[config.mk]
export PLATFORM = sky130hd
export DESIGN_NAME = freeze_watchdog_heartbeat_unit
export DESIGN_NICKNAME = d
export VERILOG_FILES = /design/src/rtl/fwdh_pkg.sv /design/src/rtl/fwdh_engine.sv /design/src/rtl/freeze_watchdog_heartbeat_unit.sv
export SDC_FILE = /design/constraint.sdc
export NUM_CORES = 1
export LEC_CHECK = 0
export ABC_AREA = 1
export BUFFER_PORTS_ARGS = -buffer_cell sky130_fd_sc_hd__buf_2
export CAP_MARGIN = 20
export CELL_PAD_IN_SITES_DETAIL_PLACEMENT = 0
export CELL_PAD_IN_SITES_GLOBAL_PLACEMENT = 1
export CORE_MARGIN = 5
export CORE_UTILIZATION = 30
export DETAILED_ROUTE_END_ITERATION = 7
export GPL_ROUTABILITY_DRIVEN = 0
export PLACE_DENSITY_LB_ADDON = 0.1
export SYNTH_ARGS = -nofsm -noshare
export SYNTH_HDL_FRONTEND = slang
export SYNTH_SLANG_ARGS = --single-unit
[constraint.sdc]
create_clock -name aclk -period 13.9 [get_ports aclk]
set_input_delay 2.78 -clock aclk [delete_from_list [all_inputs] [get_ports aclk]]
set_output_delay 2.78 -clock aclk [all_outputs]
set_load 0.02 [all_outputs]
[src/rtl/fwdh_pkg.sv]
// Shared types and codes for the freeze watchdog heartbeat unit.
// No dependencies; imported by the engine and the top level.
`default_nettype none

package fwdh_pkg;

    // request codes carried on the input tuser
    localparam logic [1:0] REQ_START = 2'd0;
    localparam logic [1:0] REQ_KICK  = 2'd1;
    localparam logic [1:0] REQ_POLL  = 2'd2;
    localparam logic [1:0] REQ_STOP  = 2'd3;

    // event codes carried on the output tuser
    localparam logic [1:0] EV_STARTED   = 2'd0;
    localparam logic [1:0] EV_BEAT      = 2'd1;
    localparam logic [1:0] EV_RECOVERED = 2'd2;

    // configuration register indexes
    localparam logic [1:0] CFG_THRESHOLD = 2'd0;
    localparam logic [1:0] CFG_PERIOD    = 2'd1;
    localparam logic [1:0] CFG_CAPTURE   = 2'd2;

    // configuration reset values
    localparam logic [31:0] THRESHOLD_RESET = 32'd1000;
    localparam logic [31:0] PERIOD_RESET    = 32'd1000;
    localparam logic [1:0]  CAPTURE_RESET   = 2'd0;

    // capture_mode bits
    localparam int CAP_ON_START = 0;
    localparam int CAP_ON_BEAT  = 1;

    typedef struct packed {
        logic [31:0] freeze_threshold;
        logic [31:0] heartbeat_period;
        logic [1:0]  capture_mode;
    } fwdh_cfg_t;

    typedef struct packed {
        logic        capture_request;
        logic [31:0] beat_index;
        logic [31:0] elapsed_ms;
        logic [31:0] freeze_number;
        logic [1:0]  event_kind;
    } fwdh_event_t;

endpackage

`default_nettype wire

[src/rtl/fwdh_engine.sv]
// Watchdog state and event decision for one request per cycle, taken while item_fire is high.
// Depends on fwdh_pkg for codes, configuration and event types.
`default_nettype none

module fwdh_engine #(
    parameter int TIME_WIDTH = 32
) (
    input  wire                       aclk,
    input  wire                       aresetn,
    input  wire                       item_fire,
    input  wire  [1:0]                req_type,
    input  wire  [31:0]               now_ms,
    input  fwdh_pkg::fwdh_cfg_t       cfg,
    output logic                      ev_valid,
    output fwdh_pkg::fwdh_event_t     ev
);
    import fwdh_pkg::*;

    localparam int CMP_W = (TIME_WIDTH > 32) ? TIME_WIDTH : 32;

    logic                  armed_reg, armed_next;
    logic                  frozen_reg, frozen_next;
    logic [TIME_WIDTH-1:0] last_kick_reg, last_kick_next;
    logic [TIME_WIDTH-1:0] begin_reg, begin_next;
    logic [TIME_WIDTH-1:0] last_beat_reg, last_beat_next;
    logic [31:0]           freeze_cnt_reg, freeze_cnt_next;
    logic [31:0]           beat_cnt_reg, beat_cnt_next;

    logic [TIME_WIDTH-1:0] now_t;
    logic [TIME_WIDTH-1:0] lag;
    logic [TIME_WIDTH-1:0] since_beat;
    logic [TIME_WIDTH-1:0] since_begin;
    logic                  over;
    logic                  beat_due;

    // time differences: since_beat and since_begin modulo 2^TIME_WIDTH, lag clamped at zero
    always_comb begin
        now_t       = TIME_WIDTH'(now_ms);
        lag         = (now_t > last_kick_reg) ? (now_t - last_kick_reg) : '0;
        since_beat  = now_t - last_beat_reg;
        since_begin = now_t - begin_reg;
        over        = CMP_W'(lag) >= CMP_W'(cfg.freeze_threshold);
        beat_due    = CMP_W'(since_beat) >= CMP_W'(cfg.heartbeat_period);
    end

    // request decode and next state
    always_comb begin
        armed_next      = armed_reg;
        frozen_next     = frozen_reg;
        last_kick_next  = last_kick_reg;
        begin_next      = begin_reg;
        last_beat_next  = last_beat_reg;
        freeze_cnt_next = freeze_cnt_reg;
        beat_cnt_next   = beat_cnt_reg;
        ev_valid        = 1'b0;
        ev.event_kind      = EV_RECOVERED;
        ev.freeze_number   = freeze_cnt_reg;
        ev.elapsed_ms      = 32'(since_begin);
        ev.beat_index      = beat_cnt_reg;
        ev.capture_request = 1'b0;

        unique case (req_type)
            REQ_START: begin
                if (!armed_reg) begin
                    armed_next      = 1'b1;
                    frozen_next     = 1'b0;
                    last_kick_next  = now_t;
                    begin_next      = '0;
                    last_beat_next  = '0;
                    freeze_cnt_next = '0;
                    beat_cnt_next   = '0;
                end
            end
            REQ_KICK: begin
                last_kick_next = now_t;
            end
            REQ_STOP: begin
                if (armed_reg) begin
                    armed_next = 1'b0;
                    if (frozen_reg) begin
                        frozen_next = 1'b0;
                        ev_valid    = 1'b1;
                    end
                end
            end
            REQ_POLL: begin
                if (armed_reg) begin
                    if (!frozen_reg && over) begin
                        // freeze begins at the last kick
                        frozen_next        = 1'b1;
                        begin_next         = last_kick_reg;
                        freeze_cnt_next    = freeze_cnt_reg + 32'd1;
                        beat_cnt_next      = '0;
                        last_beat_next     = now_t;
                        ev_valid           = 1'b1;
                        ev.event_kind      = EV_STARTED;
                        ev.freeze_number   = freeze_cnt_reg + 32'd1;
                        ev.elapsed_ms      = 32'(lag);
                        ev.beat_index      = '0;
                        ev.capture_request = cfg.capture_mode[CAP_ON_START];
                    end else if (frozen_reg && over) begin
                        if (beat_due) begin
                            beat_cnt_next      = beat_cnt_reg + 32'd1;
                            last_beat_next     = now_t;
                            ev_valid           = 1'b1;
                            ev.event_kind      = EV_BEAT;
                            ev.beat_index      = beat_cnt_reg + 32'd1;
                            ev.capture_request = cfg.capture_mode[CAP_ON_BEAT];
                        end
                    end else if (frozen_reg) begin
                        // lag fell below threshold
                        frozen_next    = 1'b0;
                        begin_next     = '0;
                        last_beat_next = '0;
                        beat_cnt_next  = '0;
                        ev_valid       = 1'b1;
                    end
                end
            end
            default: begin
            end
        endcase
    end

    // state registers, updated once per processed item
    always_ff @(posedge aclk) begin
        if (!aresetn) begin
            armed_reg      <= 1'b0;
            frozen_reg     <= 1'b0;
            last_kick_reg  <= '0;
            begin_reg      <= '0;
            last_beat_reg  <= '0;
            freeze_cnt_reg <= '0;
            beat_cnt_reg   <= '0;
        end else if (item_fire) begin
            armed_reg      <= armed_next;
            frozen_reg     <= frozen_next;
            last_kick_reg  <= last_kick_next;
            begin_reg      <= begin_next;
            last_beat_reg  <= last_beat_next;
            freeze_cnt_reg <= freeze_cnt_next;
            beat_cnt_reg   <= beat_cnt_next;
        end
    end

endmodule

`default_nettype wire

[src/rtl/freeze_watchdog_heartbeat_unit.sv]
// Top level of the freeze watchdog heartbeat unit: stream ports,
// configuration registers, input and result registers. Uses fwdh_pkg, fwdh_engine.
//
// Usage: each input beat carries a request (start, kick, poll, stop) on
// s_tuser and a millisecond timestamp on s_tdata. A beat yields zero or one
// event beat on the m_ side: freeze started, heartbeat or recovered, with
// the freeze number, elapsed time, heartbeat index and a capture flag.
// Registers are written over the cfg_ channel (index 0 threshold,
// 1 heartbeat period, 2 capture mode); cfg_ready is always high and writes
// belong in idle periods.
// Flow: an accepted beat lands in the input register, is decided by the
// engine once the result register is free, and its event is registered in
// the result register, which drives m_. Throughput: one beat per cycle while
// the receiver accepts events; the engine updates its state once per beat.
// Reset (aresetn low, synchronous) disarms the block, clears all watchdog
// state and restores the register defaults. When the receiver stalls, the
// result register holds its event, the input register fills and s_tready
// drops; no beat is lost.
`default_nettype none

module freeze_watchdog_heartbeat_unit #(
    parameter int TIME_WIDTH = 32
) (
    input  wire          aclk,
    input  wire          aresetn,
    // request channel
    input  wire          s_tvalid,
    output logic         s_tready,
    input  wire  [31:0]  s_tdata,   // [31:0] now_ms
    input  wire  [1:0]   s_tuser,   // [1:0] req_type
    // event channel
    output logic         m_tvalid,
    input  wire          m_tready,
    output logic [103:0] m_tdata,   // [31:0] freeze_number, [63:32] elapsed_ms,
                                    // [95:64] beat_index, [96] capture_request
    output logic [1:0]   m_tuser,   // [1:0] event_kind
    // configuration write channel
    input  wire          cfg_valid,
    output logic         cfg_ready,
    input  wire  [1:0]   cfg_index,
    input  wire  [31:0]  cfg_data
);
    import fwdh_pkg::*;

    fwdh_cfg_t   cfg_reg;
    logic        in_valid_reg;
    logic [1:0]  in_req_reg;
    logic [31:0] in_now_reg;
    logic        out_valid_reg;
    fwdh_event_t out_ev_reg;

    logic        out_free;
    logic        advance;
    logic        ev_valid;
    fwdh_event_t ev;

    assign cfg_ready = 1'b1;
    assign out_free  = !out_valid_reg || m_tready;
    assign advance   = in_valid_reg && out_free;
    assign s_tready  = !in_valid_reg || out_free;

    // configuration registers
    always_ff @(posedge aclk) begin
        if (!aresetn) begin
            cfg_reg.freeze_threshold <= THRESHOLD_RESET;
            cfg_reg.heartbeat_period <= PERIOD_RESET;
            cfg_reg.capture_mode     <= CAPTURE_RESET;
        end else if (cfg_valid) begin
            unique case (cfg_index)
                CFG_THRESHOLD: cfg_reg.freeze_threshold <= cfg_data;
                CFG_PERIOD:    cfg_reg.heartbeat_period <= cfg_data;
                CFG_CAPTURE:   cfg_reg.capture_mode     <= cfg_data[1:0];
                default: begin
                end
            endcase
        end
    end

    // input register
    always_ff @(posedge aclk) begin
        if (!aresetn) begin
            in_valid_reg <= 1'b0;
        end else if (s_tready) begin
            in_valid_reg <= s_tvalid;
        end
    end

    always_ff @(posedge aclk) begin
        if (s_tvalid && s_tready) begin
            in_req_reg <= s_tuser;
            in_now_reg <= s_tdata;
        end
    end

    fwdh_engine #(
        .TIME_WIDTH(TIME_WIDTH)
    ) u_engine (
        .aclk      (aclk),
        .aresetn   (aresetn),
        .item_fire (advance),
        .req_type  (in_req_reg),
        .now_ms    (in_now_reg),
        .cfg       (cfg_reg),
        .ev_valid  (ev_valid),
        .ev        (ev)
    );

    // result register
    always_ff @(posedge aclk) begin
        if (!aresetn) begin
            out_valid_reg <= 1'b0;
        end else if (advance) begin
            out_valid_reg <= ev_valid;
        end else if (m_tready) begin
            out_valid_reg <= 1'b0;
        end
    end

    always_ff @(posedge aclk) begin
        if (advance && ev_valid) begin
            out_ev_reg <= ev;
        end
    end

    assign m_tvalid = out_valid_reg;
    assign m_tuser  = out_ev_reg.event_kind;
    assign m_tdata  = {7'd0, out_ev_reg.capture_request, out_ev_reg.beat_index,
                       out_ev_reg.elapsed_ms, out_ev_reg.freeze_number};

endmodule

`default_nettype wire
-- Word level (Yosys, flattened, before mapping)
Index checks and enable logic that the tools add are counted.
W data, S select, Z words.
- $add $sub $neg: 5
- multiplexer cells: 47
- bitwise logic cells: 3
- equality and inequality tests: 13
- order comparisons: 3
- reductions and logical operators: 28
- operator list (operator ; number):
    $mux W32 ; 17
    $pmux W32 S2 ; 5
    $mux W98 ; 2
    $mux W33 ; 3
    $sub A32 B32 Y32 ; 3
    $add A32 B1 Y32 const B ; 2
    $ge A32 B32 Y1 ; 2
    $mux W64 ; 1
    $gt A32 B32 Y1 ; 1
    $reduce_and A6 Y1 ; 3
    $mux W1 ; 13
    $reduce_and A2 Y1 ; 5
    $reduce_bool A2 Y1 ; 4
    $eq A2 B2 Y1 const B ; 3
    $mux W2 ; 3
    $ne A2 B1 Y1 const B ; 3
    $logic_and A1 B1 Y1 ; 5
    $reduce_and A5 Y1 ; 1
    $eq A2 B1 Y1 const B ; 2
    $logic_not A2 Y1 ; 2
    $ne A4 B1 Y1 const B ; 1
    $ne A4 B2 Y1 const B ; 1
    $pmux W1 S2 ; 2
    $reduce_or A4 Y1 ; 1
    other kinds (9) ; 14
- input bits: 73
- flip-flop bits (word level): 363
- logic and storage cells: 119
- output and inout port bits: 109

-- Depth between registers and ports, before layout
Gate-level depths: netlist of run 1.
- depth after elaboration: 9
- mapped depth: 33
- gate-level depth less buffers: 32

-- Modules after synthesis
A second synthesis of run 1 with hierarchy kept.
- cell total of the unflattened synthesis: 3462
- area, all modules: 24020.5 µm²
- by module, submodules not included (module ; area an instance (µm²) ; seq. area each (µm²) ; times used ; cells an instance):
    fwdh_engine ; 17102.7 ; 3243.1 ; 1 ; 2898
    freeze_watchdog_heartbeat_unit ; 6917.9 ; 5355.1 ; 1 ; 564

-- Least setup slack after synthesis of run 1
OpenSTA, ideal clock, no wires.
- kind: reg2reg
- from: register in_now_reg[0]
- to: register out_ev_reg (netlist bit m_tdata[0]), enable pin
- buffers on the path: 2
- data required time: 13.447 ns
- arrival time: 5.423 ns
- path slack: 8.024 ns
- cell stages (with the launch flop): 29
- setup time: 0.453 ns
- period minus slack after synthesis: 5.876 ns
- cell sequence: edfxtp_1 -> inv_1 -> ha_1 -> inv_1 -> fa_1 -> nand3_1 -> nand2_1 -> nand2_1 -> nand2_1 -> nand2_1 -> o211ai_2 -> nand2_2 -> nand2_4 -> nand2_4 -> buf_8 -> nor2_4 -> ha_1 -> a21oi_1 -> o21ai_1 -> nand2_1 -> nand2_1 -> a21oi_4 -> nand2_8 -> nand2_4 -> nor2_4 -> nand2_4 -> buf_6 -> nand2_1 -> inv_1
- word-level cells in the longest chain between the ends: 9
- elaborated cells between the ends (all ways): 14
- those cells by class: 2 x add/sub; 3 x order compare; 6 x mux; 3 x reduce/logical
- RTL lines (item ; line ; RTL):
    start, declared ; freeze_watchdog_heartbeat_unit.sv:48 ; logic [31:0] in_now_reg;
    start signal, assigned ; freeze_watchdog_heartbeat_unit.sv:91 ; in_now_reg <= s_tdata;
    $sub A32 B32 Y32 / $gt A32 B32 Y1 (equally long branches) ; fwdh_engine.sv:39 ; lag = (now_t > last_kick_reg) ? (now_t - last_kick_reg) : '0;
    $mux W32 ; fwdh_engine.sv:39 ;
    $ge A32 B32 Y1 ; fwdh_engine.sv:42 ; over = CMP_W'(lag) >= CMP_W'(cfg.freeze_threshold);
    $logic_and A1 B1 Y1 ; fwdh_engine.sv:101 ; end else if (frozen_reg && over) begin
    $mux W1 ; fwdh_engine.sv:101 ;
    $mux W1 * ; fwdh_engine.sv:88 ; if (!frozen_reg && over) begin
    $mux W1 * ; fwdh_engine.sv:87 ; if (armed_reg) begin
    $pmux W1 S2 * ; fwdh_engine.sv:62 ; unique case (req_type)
    $logic_and A1 B1 Y1 * ; freeze_watchdog_heartbeat_unit.sv:120 ; if (advance && ev_valid) begin
    end signal, assigned ; freeze_watchdog_heartbeat_unit.sv:121 ; out_ev_reg <= ev;
    end, declared ; freeze_watchdog_heartbeat_unit.sv:50 ; fwdh_event_t out_ev_reg;
Mark *: on every way between the ends. The rest lies on a longest branch, timed or not.
A chain may end at the register's enable or synchronous reset.

-- Worst setup path in the final report of run 1
- from: register in_now_reg[10]
- to: register out_ev_reg (netlist bit m_tdata[53]), enable pin
The elaborated chain is that of the path after synthesis.

==> results.yml, run 1 <==
outcome:
  status: "finished, final reports clean"
detailed_routing:
  wirelength_mm: 86.9
  drc: 0
  via_per_inst: 4.90
  drtAntennaViolNets: 0
  drtIter0Drc: 1372
  num_vias: 22200
  wl_per_cell_um: 19.1
  drt-pass1-iter-count: 5
floorplanning:
  die_w_um: 294
  die_h_um: 294
  initial_core_util_pct: 30.2
  die_area_um2: 86700
  ioPinCount: 182
  coreArea_um2: 80400
  rows: 104
worst_setup_path:
  r2r-start: "in_now_reg[10]$_DFFE_PP_"
  r2r_cells: 22
  crit_arrival_ps: 7070
  critPathCaptureType: "register"
  crit_path_max_fanout: 68
  reg2reg_to: "m_tdata[53]$_DFFE_PP_"
  r2r_setup_slack_ps: 7050
  critPathLaunchType: "register"
  crit_type: "reg2reg"
  cp.required_ps: 14110
timing:
  min_period_over_period_pct: 49.3
  hold_viol_final: 0
  worstMarginPinSlew_ps: 1040
  whs_ps: 458
  setup_tns_ps: 0
  fin_crit_ps: 6850
  slew_headroom_pct: 30.2
  rsz0062_at_grt: "no"
  skew_ps: 23.8
  finalSetupViolCount: 0
  maxSlewViolCount: 0
  clock.fmax_ghz: 0.146
synthesis:
  synth_edf_count: 133
  synth.distinct_cells: 57
  ys_ff_latch: 363
  ys.flop_type: "dfxtp_1"
  ys_top_cells_by_area: "dfxtp_1, edfxtp_1, nand2_1"
  ys_async_sr_fraction_pct: 0
  synth.avg_cell_area_um2: 7.29
  synthTopCellsByCount: "nand2_1, inv_1, nor2_1, a21oi_1, dfxtp_1"
  yosysMostFrequentCell: "nand2_1"
  syn_area_um2: 24300
  synth_cells: 3332
  synth_top_area_share_pct: 19.0
  synth_area_leader_cell: "dfxtp_1"
  yosysWarnings: 0
  synth_seq_area_share_pct: 35.4
clock_network:
  clock_latency_ps: 600
  post_cts_buffers: 0
  cts_resized: 0
  numCtsBuffers: 47
  cts_num_sinks: 363
  clk_pin_slew_ps: 60
  clockBufferDepth: 3
  cts_hold_buf: 0
  cts_tree: "built"
  clockRootBuffer: "clkbuf_16"
  h-tree-depth: 2
final_layout:
  syn_to_final_growth_pct: 13.3
  drive_gt1_share_pct: 11.8
  largest_reg_flops: 97
  nNetsFinal: 3684
  antenna_cells: 0
power:
  power.density_nw_per_um2: 121
  p_leak_nw: 11.2
  vdd_ir_drop_max_mv: 0.0668
  power_mw: 3.34
  p_sw_mw: 1.15
  p_int_mw: 2.19
  comb_power_share_pct: 26.0
  seqPwrFrac_pct: 35.4
  clkPwrFrac_pct: 38.5
  switching_share_pct: 34.3
global_route:
  grt_max_degree: 69
  grt_usage_pct: 19.3
  use_met3_pct: 2.40
  grt_pass1_wl_mm: 132
  grt_pass1_vias: 22200
  use_met2_pct: 33.5
  busiest_layer: "met2"
  overflow: 0
  antenna_found_initial: 0
  met1_usage_pct: 25.6
min_path:
  hold_path_class: "reg2reg"
  hold_path_depth: 2
  whs_endpoint: "u_engine.begin_reg[8]$_SDFFE_PN0P_"
  hold_start: "u_engine.begin_reg[8]$_SDFFE_PN0P_"
flow_run:
  maxCapViolCount: 0
placed_design:
  place_hpwl_mm: 65.8
  io_buffers: 173
==> through the flow <==
stage               utilization, %  instance area (µm²)  instances  setup slack (ps)
finish                        34.2                27500       4541              7050
global route                  34.2                27500       4541              6530
CTS                           34.2                27500       4541              6920
detailed placement            32.2                25900       4454              6960
global placement              32.2                25900       4453              7100
floorplan                        -                24300       3338              8020
==> layout make-up <==
type | instances | area [µm²]
well taps | 1060 | 1330
fillers | 8732 | 52900
clock buffers | 62 | 1340
flip-flops and latches | 363 | 8600
clock inverters | 25 | 275
repair buffers | 196 | 1060
multi-input cells | 2449 | 13500
inverters | 386 | 1450
==> routing by layer <==
layer  up-vias  part of all wire (%)  wire (µm)
met3       122                   3.7       3240
met2       475                    48      41300
met4         0                   2.7       2340
met1     10500                    46      39900
met5         -                     0          0
li1      11200                     -          -
==> placed cells by master, fill, tap and decap left out, drive strengths merged <==
| cell type | count |
|---|---|
| clkinv | 15 |
| dfxtp | 230 |
| nand3 | 173 |
| or2 | 3 |
| o211ai | 17 |
| o21ai | 227 |
| nor3 | 52 |
| a311oi | 1 |
| xnor2 | 56 |
| conb | 8 |
| a31oi | 7 |
| nor4 | 15 |
| o22ai | 1 |
| a21boi | 3 |
| a221oi | 1 |
| ha | 165 |
| nand3b | 13 |
| fa | 3 |
| buf | 196 |
| o21bai | 9 |
| a21o | 17 |
| bufinv | 5 |
| edfxtp | 133 |
| xor2 | 88 |
| o31ai | 1 |
| nor3b | 1 |
| nor2 | 420 |
| nand4 | 86 |
| o311ai | 1 |
| inv | 391 |
| a21oi | 310 |
| clkbuf | 62 |
| and2 | 3 |
| o21a | 11 |
| nand2 | 757 |
==> how the worst max path moves through the flow <==
stage / startpoint / to / slack, ps
CTS: in_now_reg[0]$_DFFE_PP_ / m_tdata[53]$_DFFE_PP_ / 6920
floorplan: in_now_reg[0]$_DFFE_PP_ / m_tdata[0]$_DFFE_PP_ / 8020
global placement: in_now_reg[10]$_DFFE_PP_ / m_tdata[60]$_DFFE_PP_ / 7100
detailed placement: in_now_reg[0]$_DFFE_PP_ / m_tdata[62]$_DFFE_PP_ / 6960
global route: in_now_reg[10]$_DFFE_PP_ / m_tdata[53]$_DFFE_PP_ / 6530
finish: in_now_reg[10]$_DFFE_PP_ / m_tdata[53]$_DFFE_PP_ / 7050
==> power groups by stage <==
stage          Clock (mW)  Sequential, mW  Combinational, mW
3_3_place_gp            0            1.20              0.875
2_1_floorplan           0            1.19              0.639
4_1_cts              1.33            1.18              0.878
5_1_grt              1.37            1.19              0.978
6_report             1.29            1.18              0.870
3_5_place_dp            0            1.21              0.873
==> cell families (layout without fill, tap and decap cells) <==
family                     count (synthesis)  count (layout)  synth area share, %
adders and majority gates                168             168                 8.75
xor gates and xnor gates                 144             144                 5.20
AOI/OAI and AO/OA                        606             606                 13.4
other                                      2               8               0.0309
buffers and inverters                    526             669                 9.31
DFF                                      363             363                 35.4
and+or+nand+nor                         1523            1523                 27.9
==> critical path: stages, from the launching register on <==
cell      delay (ps)
edfxtp_1         520
ha_1             420
nand2_1          130
nor2_1           310
nand3_1          110
o21ai_0          290
buf_4            210
nand3b_1         130
nand3_1          140
nand3_1          110
nor2_1           360
ha_1             330
nand2_2          100
o21a_1           130
nand2_1          120
a21oi_4          260
nand2_8          360
nand2_4          220
nor2_4            50
nand2_4          660
nand2_1          250
inv_4            510
buf_4            620
Power figures use the tool's default switching activity.
==> inputs of run 2 (changes only) <==
- clock period: 13.9 -> 6.22 ns (I/O delays scaled with it)
==> results.yml, run 2 (synthesis gave the netlist of run 1 again) <==
detailed_routing:
  drc: 0
  drtAntennaViolNets: 0
  drtIter0Drc: 1286
  num_vias: 22400
  wirelength_mm: 86.6
  via_per_inst: 4.92
  drt-pass1-iter-count: 5
  wl_per_cell_um: 19.0
clock_network:
  clockBufferDepth: 3
  cts_num_sinks: 363
  cts_hold_buf: 0
  cts_resized: 0
  clock_latency_ps: 610
  post_cts_buffers: 0
  h-tree-depth: 2
  cts_tree: "built"
  clockRootBuffer: "clkbuf_16"
  numCtsBuffers: 49
  clk_pin_slew_ps: 60
worst_setup_path:
  reg2reg_to: "m_tdata[51]$_DFFE_PP_"
  r2r-start: "in_now_reg[0]$_DFFE_PP_"
  r2r_setup_slack_ps: 650
  critPathCaptureType: "register"
  startpoint: "in_now_reg[0]$_DFFE_PP_"
  crit_arrival_ps: 5900
  r2r_cells: 27
  cp.required_ps: 6550
  crit_path_max_fanout: 38
  critPathLaunchType: "register"
  crit_type: "reg2reg"
timing:
  min_period_over_period_pct: 89.6
  finalSetupViolCount: 0
  setup_tns_ps: 0
  skew_ps: 32.4
  slew_headroom_pct: 47.6
  final_critical_path_setup_slack_ps: 645
  fin_crit_ps: 5570
  worstMarginPinSlew_ps: 785
  maxSlewViolCount: 0
  hold_viol_final: 0
  clock.fmax_ghz: 0.179
  rsz0062_at_grt: "no"
floorplanning:
  coreArea_um2: 80400
  initial_core_util_pct: 30.2
  die_area_um2: 86700
  ioPinCount: 182
  rows: 104
  die_h_um: 294
  die_w_um: 294
global_route:
  grt_max_degree: 67
  grt_pass1_wl_mm: 132
  grt_usage_pct: 19.2
  antenna_found_initial: 0
  overflow: 0
  grt_pass1_vias: 22200
power:
  p_leak_nw: 11.3
  vdd_ir_drop_max_mv: 0.199
  power.density_nw_per_um2: 268
min_path:
  whs_endpoint: "u_engine.begin_reg[12]$_SDFFE_PN0P_"
  hold_path_depth: 2
  hold_path_class: "reg2reg"
  hold_start: "u_engine.begin_reg[12]$_SDFFE_PN0P_"
final_layout:
  fin_cells: 4560
  final_common_cell: "nand2_1"
  nNetsFinal: 3700
  largest_reg_flops: 97
  antenna_cells: 0
  syn_to_final_growth_pct: 14.0
  layout_common_cells: "nand2_1, inv_1, nor2_1"
  drive_gt1_share_pct: 12.1
outcome:
  status: "finished, final reports clean"
placed_design:
  pre_cts_ws_ps: 559
  io_buffers: 173
  place_hpwl_mm: 66.6
  place_inst: 4467
flow_run:
  maxCapViolCount: 0
-- run 2: cell types whose count changed in the layout (fill, tap and decap cells not counted), moves of 2 or more --
cell / previous run / this run
clkinvlp_4: 0 / 3
bufinv_16: 5 / 1
buf_12: 0 / 7
clkinv_8: 0 / 2
buf_4: 23 / 31
clkbuf_1: 7 / 13
clkbuf_16: 49 / 52
clkinv_4: 3 / 1
inv_6: 4 / 2
-- run 2: worst max-delay path by stage --
stage	end	slack [ps]	cells past startpoint
floorplan	m_tdata[0]$_DFFE_PP_	340	28
global placement	m_tdata[38]$_DFFE_PP_	600	27
detailed placement	m_tdata[51]$_DFFE_PP_	560	27
CTS	m_tdata[51]$_DFFE_PP_	540	27
global route	m_tdata[51]$_DFFE_PP_	230	27
finish	m_tdata[51]$_DFFE_PP_	650	27
-- run 2: where the power goes --
| part | leakage, nW | switching, mW | internal (mW) |
|---|---|---|---|
| sequential | 3.21 | 0.0967 | 2.56 |
| combinational | 7.30 | 1.30 | 0.633 |
| clock | 0.789 | 1.17 | 1.66 |
-- run 2: through the flow --
stage	util, %	cell area (µm²)	hold slack [ps]	total power [mW]
2_1_floorplan	-	24300	430	4.09
3_3_place_gp	32.4	26000	449	4.64
3_5_place_dp	32.4	26000	454	4.65
4_1_cts	34.4	27700	462	7.54
5_1_grt	34.4	27700	482	7.86
6_report	34.4	27700	460	7.42
-- run 2: area by class of cell --
| cell class | count | area [µm²] |
|---|---|---|
| fill | 8719 | 52700 |
| multi-input combinational | 2449 | 13500 |
| sequential | 363 | 8600 |
| inverter | 386 | 1450 |
| clock buffer | 72 | 1450 |
| tap | 1060 | 1330 |
| timing repair buffer | 210 | 1230 |
| clock inverter | 20 | 165 |
-- run 2: critical path, stage by stage, from the launching register on --
cell and delay [ps]:
edfxtp_1 390, inv_1 160, ha_1 160, inv_1 60, fa_1 430, nand3_1 90, nand2_1 180, nand2_1 110
nand2_1 180, nand2_1 130, o211ai_2 150, nand2_2 130, nand2_4 80, nand2_4 400, nor2_1 240, ha_1 350
nand2_1 100, nor3_4 330, nand2_1 90, nor2_1 120, nand2_2 140, nand2_8 150, nand2_8 80, inv_2 100
nand2_2 280, buf_12 320, nor2_1 240, nor2_1 80
-- run 2: per-layer routing --
layer | wire, µm | vias to the layer above | track usage (%)
li1 | - | 11200 | -
met3 | 3340 | 141 | 2.12
met4 | 2770 | 0 | 6.12
met2 | 40400 | 509 | 32.6
met1 | 40000 | 10500 | 25.8
met5 | 0 | - | 0
==> inputs of run 3 (changes only) <==
- SYNTH_HIERARCHICAL: default -> 1
==> results.yml, run 3 <==
outcome:
  status: "finished, final reports clean"
synthesis:
  synth_cells: 3462
  yosysWarnings: 6
  ys_async_sr_fraction_pct: 0
  synth_area_leader_cell: "dfxtp_1"
  synth_top_area_share_pct: 19.2
  ys.flop_type: "dfxtp_1"
  synthTopCellsByCount: "nand2_1, nor2_1, inv_1, nand3_1, dfxtp_1"
  synth.avg_cell_area_um2: 6.94
  synth_seq_area_share_pct: 35.8
  ys_top_cells_by_area: "dfxtp_1, edfxtp_1, nand2_1"
  ys_ff_latch: 363
  syn_area_um2: 24000
  synth_edf_count: 133
  yosysMostFrequentCell: "nand2_1"
  synth.distinct_cells: 51
global_route:
  grt_usage_pct: 21.6
  grt_max_degree: 90
  antenna_found_initial: 14
  grt_pass1_vias: 22400
  overflow: 0
  grt_pass1_wl_mm: 142
final_layout:
  nNetsFinal: 3851
  layout_common_cells: "nand2_1, nor2_1, inv_1"
  syn_to_final_growth_pct: 15.3
  fin_cells: 4701
  largest_reg_flops: 97
  final_common_cell: "nand2_1"
  final_core_util_pct: 35.0
  drive_gt1_share_pct: 9.37
floorplanning:
  ioPinCount: 182
  coreArea_um2: 79300
  die_w_um: 293
  initial_core_util_pct: 30.3
  rows: 103
  die_h_um: 293
  die_area_um2: 85800
worst_setup_path:
  critPathCaptureType: "register"
  critPathLaunchType: "register"
  r2r-start: "in_now_reg[1]$_DFFE_PP_"
  cp.required_ps: 6450
  crit_arrival_ps: 6020
  crit_path_max_incr_delay_ps: 750
  startpoint: "in_now_reg[1]$_DFFE_PP_"
  cp_slowest_cell: "o21ai_0"
  crit_path_max_fanout: 33
  crit_type: "reg2reg"
  path_common_cell: "nand2_1"
  crit_chain: "ha_1 > nand2_1 > o21ai_1 > a21oi_1 > o21ai_0 > nand2_1 > nand2_1 > nand2_1 > a21oi_1 > ha_1 > nand2_1 > inv_1 > nor2_1 > o21a_1 > a21oi_1 > nor2_2 > nand2_4 > nand3_4 > nor2_2 > nor2_1 > nor3b_4 > buf_4"
clock_network:
  cts_tree: "built"
  cts_hold_buf: 0
  numCtsBuffers: 46
  cts_resized: 0
  clockRootBuffer: "clkbuf_16"
  clockBufferDepth: 3
  h-tree-depth: 2
  post_cts_buffers: 0
  cts_num_sinks: 363
  clock_latency_ps: 610
  clk_pin_slew_ps: 60
power:
  comb_power_share_pct: 23.9
  power.density_nw_per_um2: 261
  vdd_ir_drop_max_mv: 0.174
  p_int_mw: 4.85
  switching_share_pct: 32.9
  p_sw_mw: 2.38
  seqPwrFrac_pct: 36.8
  power_mw: 7.22
  clkPwrFrac_pct: 39.3
  p_leak_nw: 12.1
timing:
  hold_viol_final: 0
  rsz0062_at_grt: "no"
  fin_crit_ps: 5790
  skew_ps: 32.4
  clock.fmax_ghz: 0.173
  finalSetupViolCount: 0
  worstMarginPinSlew_ps: 1020
  setup_tns_ps: 0
  min_period_over_period_pct: 93.1
  slew_headroom_pct: 31.9
  final_critical_path_setup_slack_ps: 428
  maxSlewViolCount: 0
min_path:
  hold_path_class: "reg2reg"
  hold_start: "cfg_reg[40]$_SDFFE_PN1P_"
detailed_routing:
  drt-pass1-iter-count: 6
  wirelength_mm: 96.0
  drtAntennaViolNets: 0
  drtIter0Drc: 1995
  wl_per_cell_um: 20.4
  drc: 0
  via_per_inst: 4.95
  num_vias: 23300
placed_design:
  pre_cts_ws_ps: 402
  place_hpwl_mm: 74.9
  place_inst: 4613
  io_buffers: 173
flow_run:
  maxCapViolCount: 0
==> run 3: changes by cell type in the layout (fill, tap and decap cells not counted), sizes merged, moves of 7 or more <==
| cell | previous run | this run |
|---|---|---|
| nand3 | 173 | 238 |
| o21ai | 227 | 204 |
| nand2 | 757 | 743 |
| nand4 | 86 | 57 |
| buf | 210 | 227 |
| xnor2 | 56 | 40 |
| a21oi | 310 | 227 |
| o211ai | 17 | 9 |
| nand3b | 13 | 6 |
| inv | 388 | 461 |
| nor2 | 420 | 575 |
==> run 3: final cells by class <==
| cell class | instances | area, µm² |
|---|---|---|
| inverter | 459 | 1720 |
| antenna | 2 | 5.00 |
| fill | 8694 | 51600 |
| tap | 1050 | 1310 |
| multi-input combinational | 2514 | 13100 |
| sequential | 363 | 8600 |
| clock inverter | 20 | 244 |
| clock buffer | 66 | 1350 |
| timing repair buffer | 227 | 1330 |
==> run 3: logic make-up after synthesis <==
kind of cell / Yosys count / synth area share, %
AOI/OAI and AO/OA: 511 / 11.5
DFF: 363 / 35.8
and+or+nand+nor: 1695 / 29.3
buffers and inverters: 591 / 9.75
xor gates and xnor gates: 133 / 4.85
adders and majority gates: 167 / 8.79
other: 2 / 0.0313
==> run 3: metal layers <==
| metal | vias up | track usage (%) | routed length [µm] |
|---|---|---|---|
| met5 | - | 0 | 13 |
| met4 | 2 | 4.85 | 2020 |
| met3 | 94 | 3.67 | 6350 |
| met2 | 705 | 35.1 | 43700 |
| met1 | 11000 | 30.2 | 43900 |
| li1 | 11500 | - | - |
==> run 3: final timing paths <==
check,end,slack (ps),cells after the start
setup / recovery,m_tdata[35]$_DFFE_PP_,430,22
hold / removal,cfg_reg[40]$_SDFFE_PN1P_,460,2
setup reg to reg,m_tdata[35]$_DFFE_PP_,430,22
hold reg to reg,cfg_reg[40]$_SDFFE_PN1P_,460,2
==> run 3: power groups by stage <==
stage | Clock [mW] | Sequential (mW) | Combinational (mW)
floorplan | 0 | 2.68 | 1.14
global placement | 0 | 2.70 | 1.72
detailed placement | 0 | 2.71 | 1.72
CTS | 2.94 | 2.66 | 1.73
global route | 3.03 | 2.67 | 1.92
finish | 2.84 | 2.66 | 1.73
==> run 3: worst max-delay path: cells and delay by family (launching register included) <==
family / cells / cell delay (ps)
buffers and inverters: 2 / 500
AND/OR/NAND/NOR: 12 / 1840
flip-flops: 1 / 550
adder cells (fa/ha/maj): 2 / 680
AO/OA/AOI/OAI: 6 / 1800
==> run 3: per-stage QoR <==
stage               hold slack [ps]  area, µm²
finish                          462      27700
global route                    488      27700
CTS                             462      27700
detailed placement              447      26100
global placement                450      26100
floorplan                       429      24100
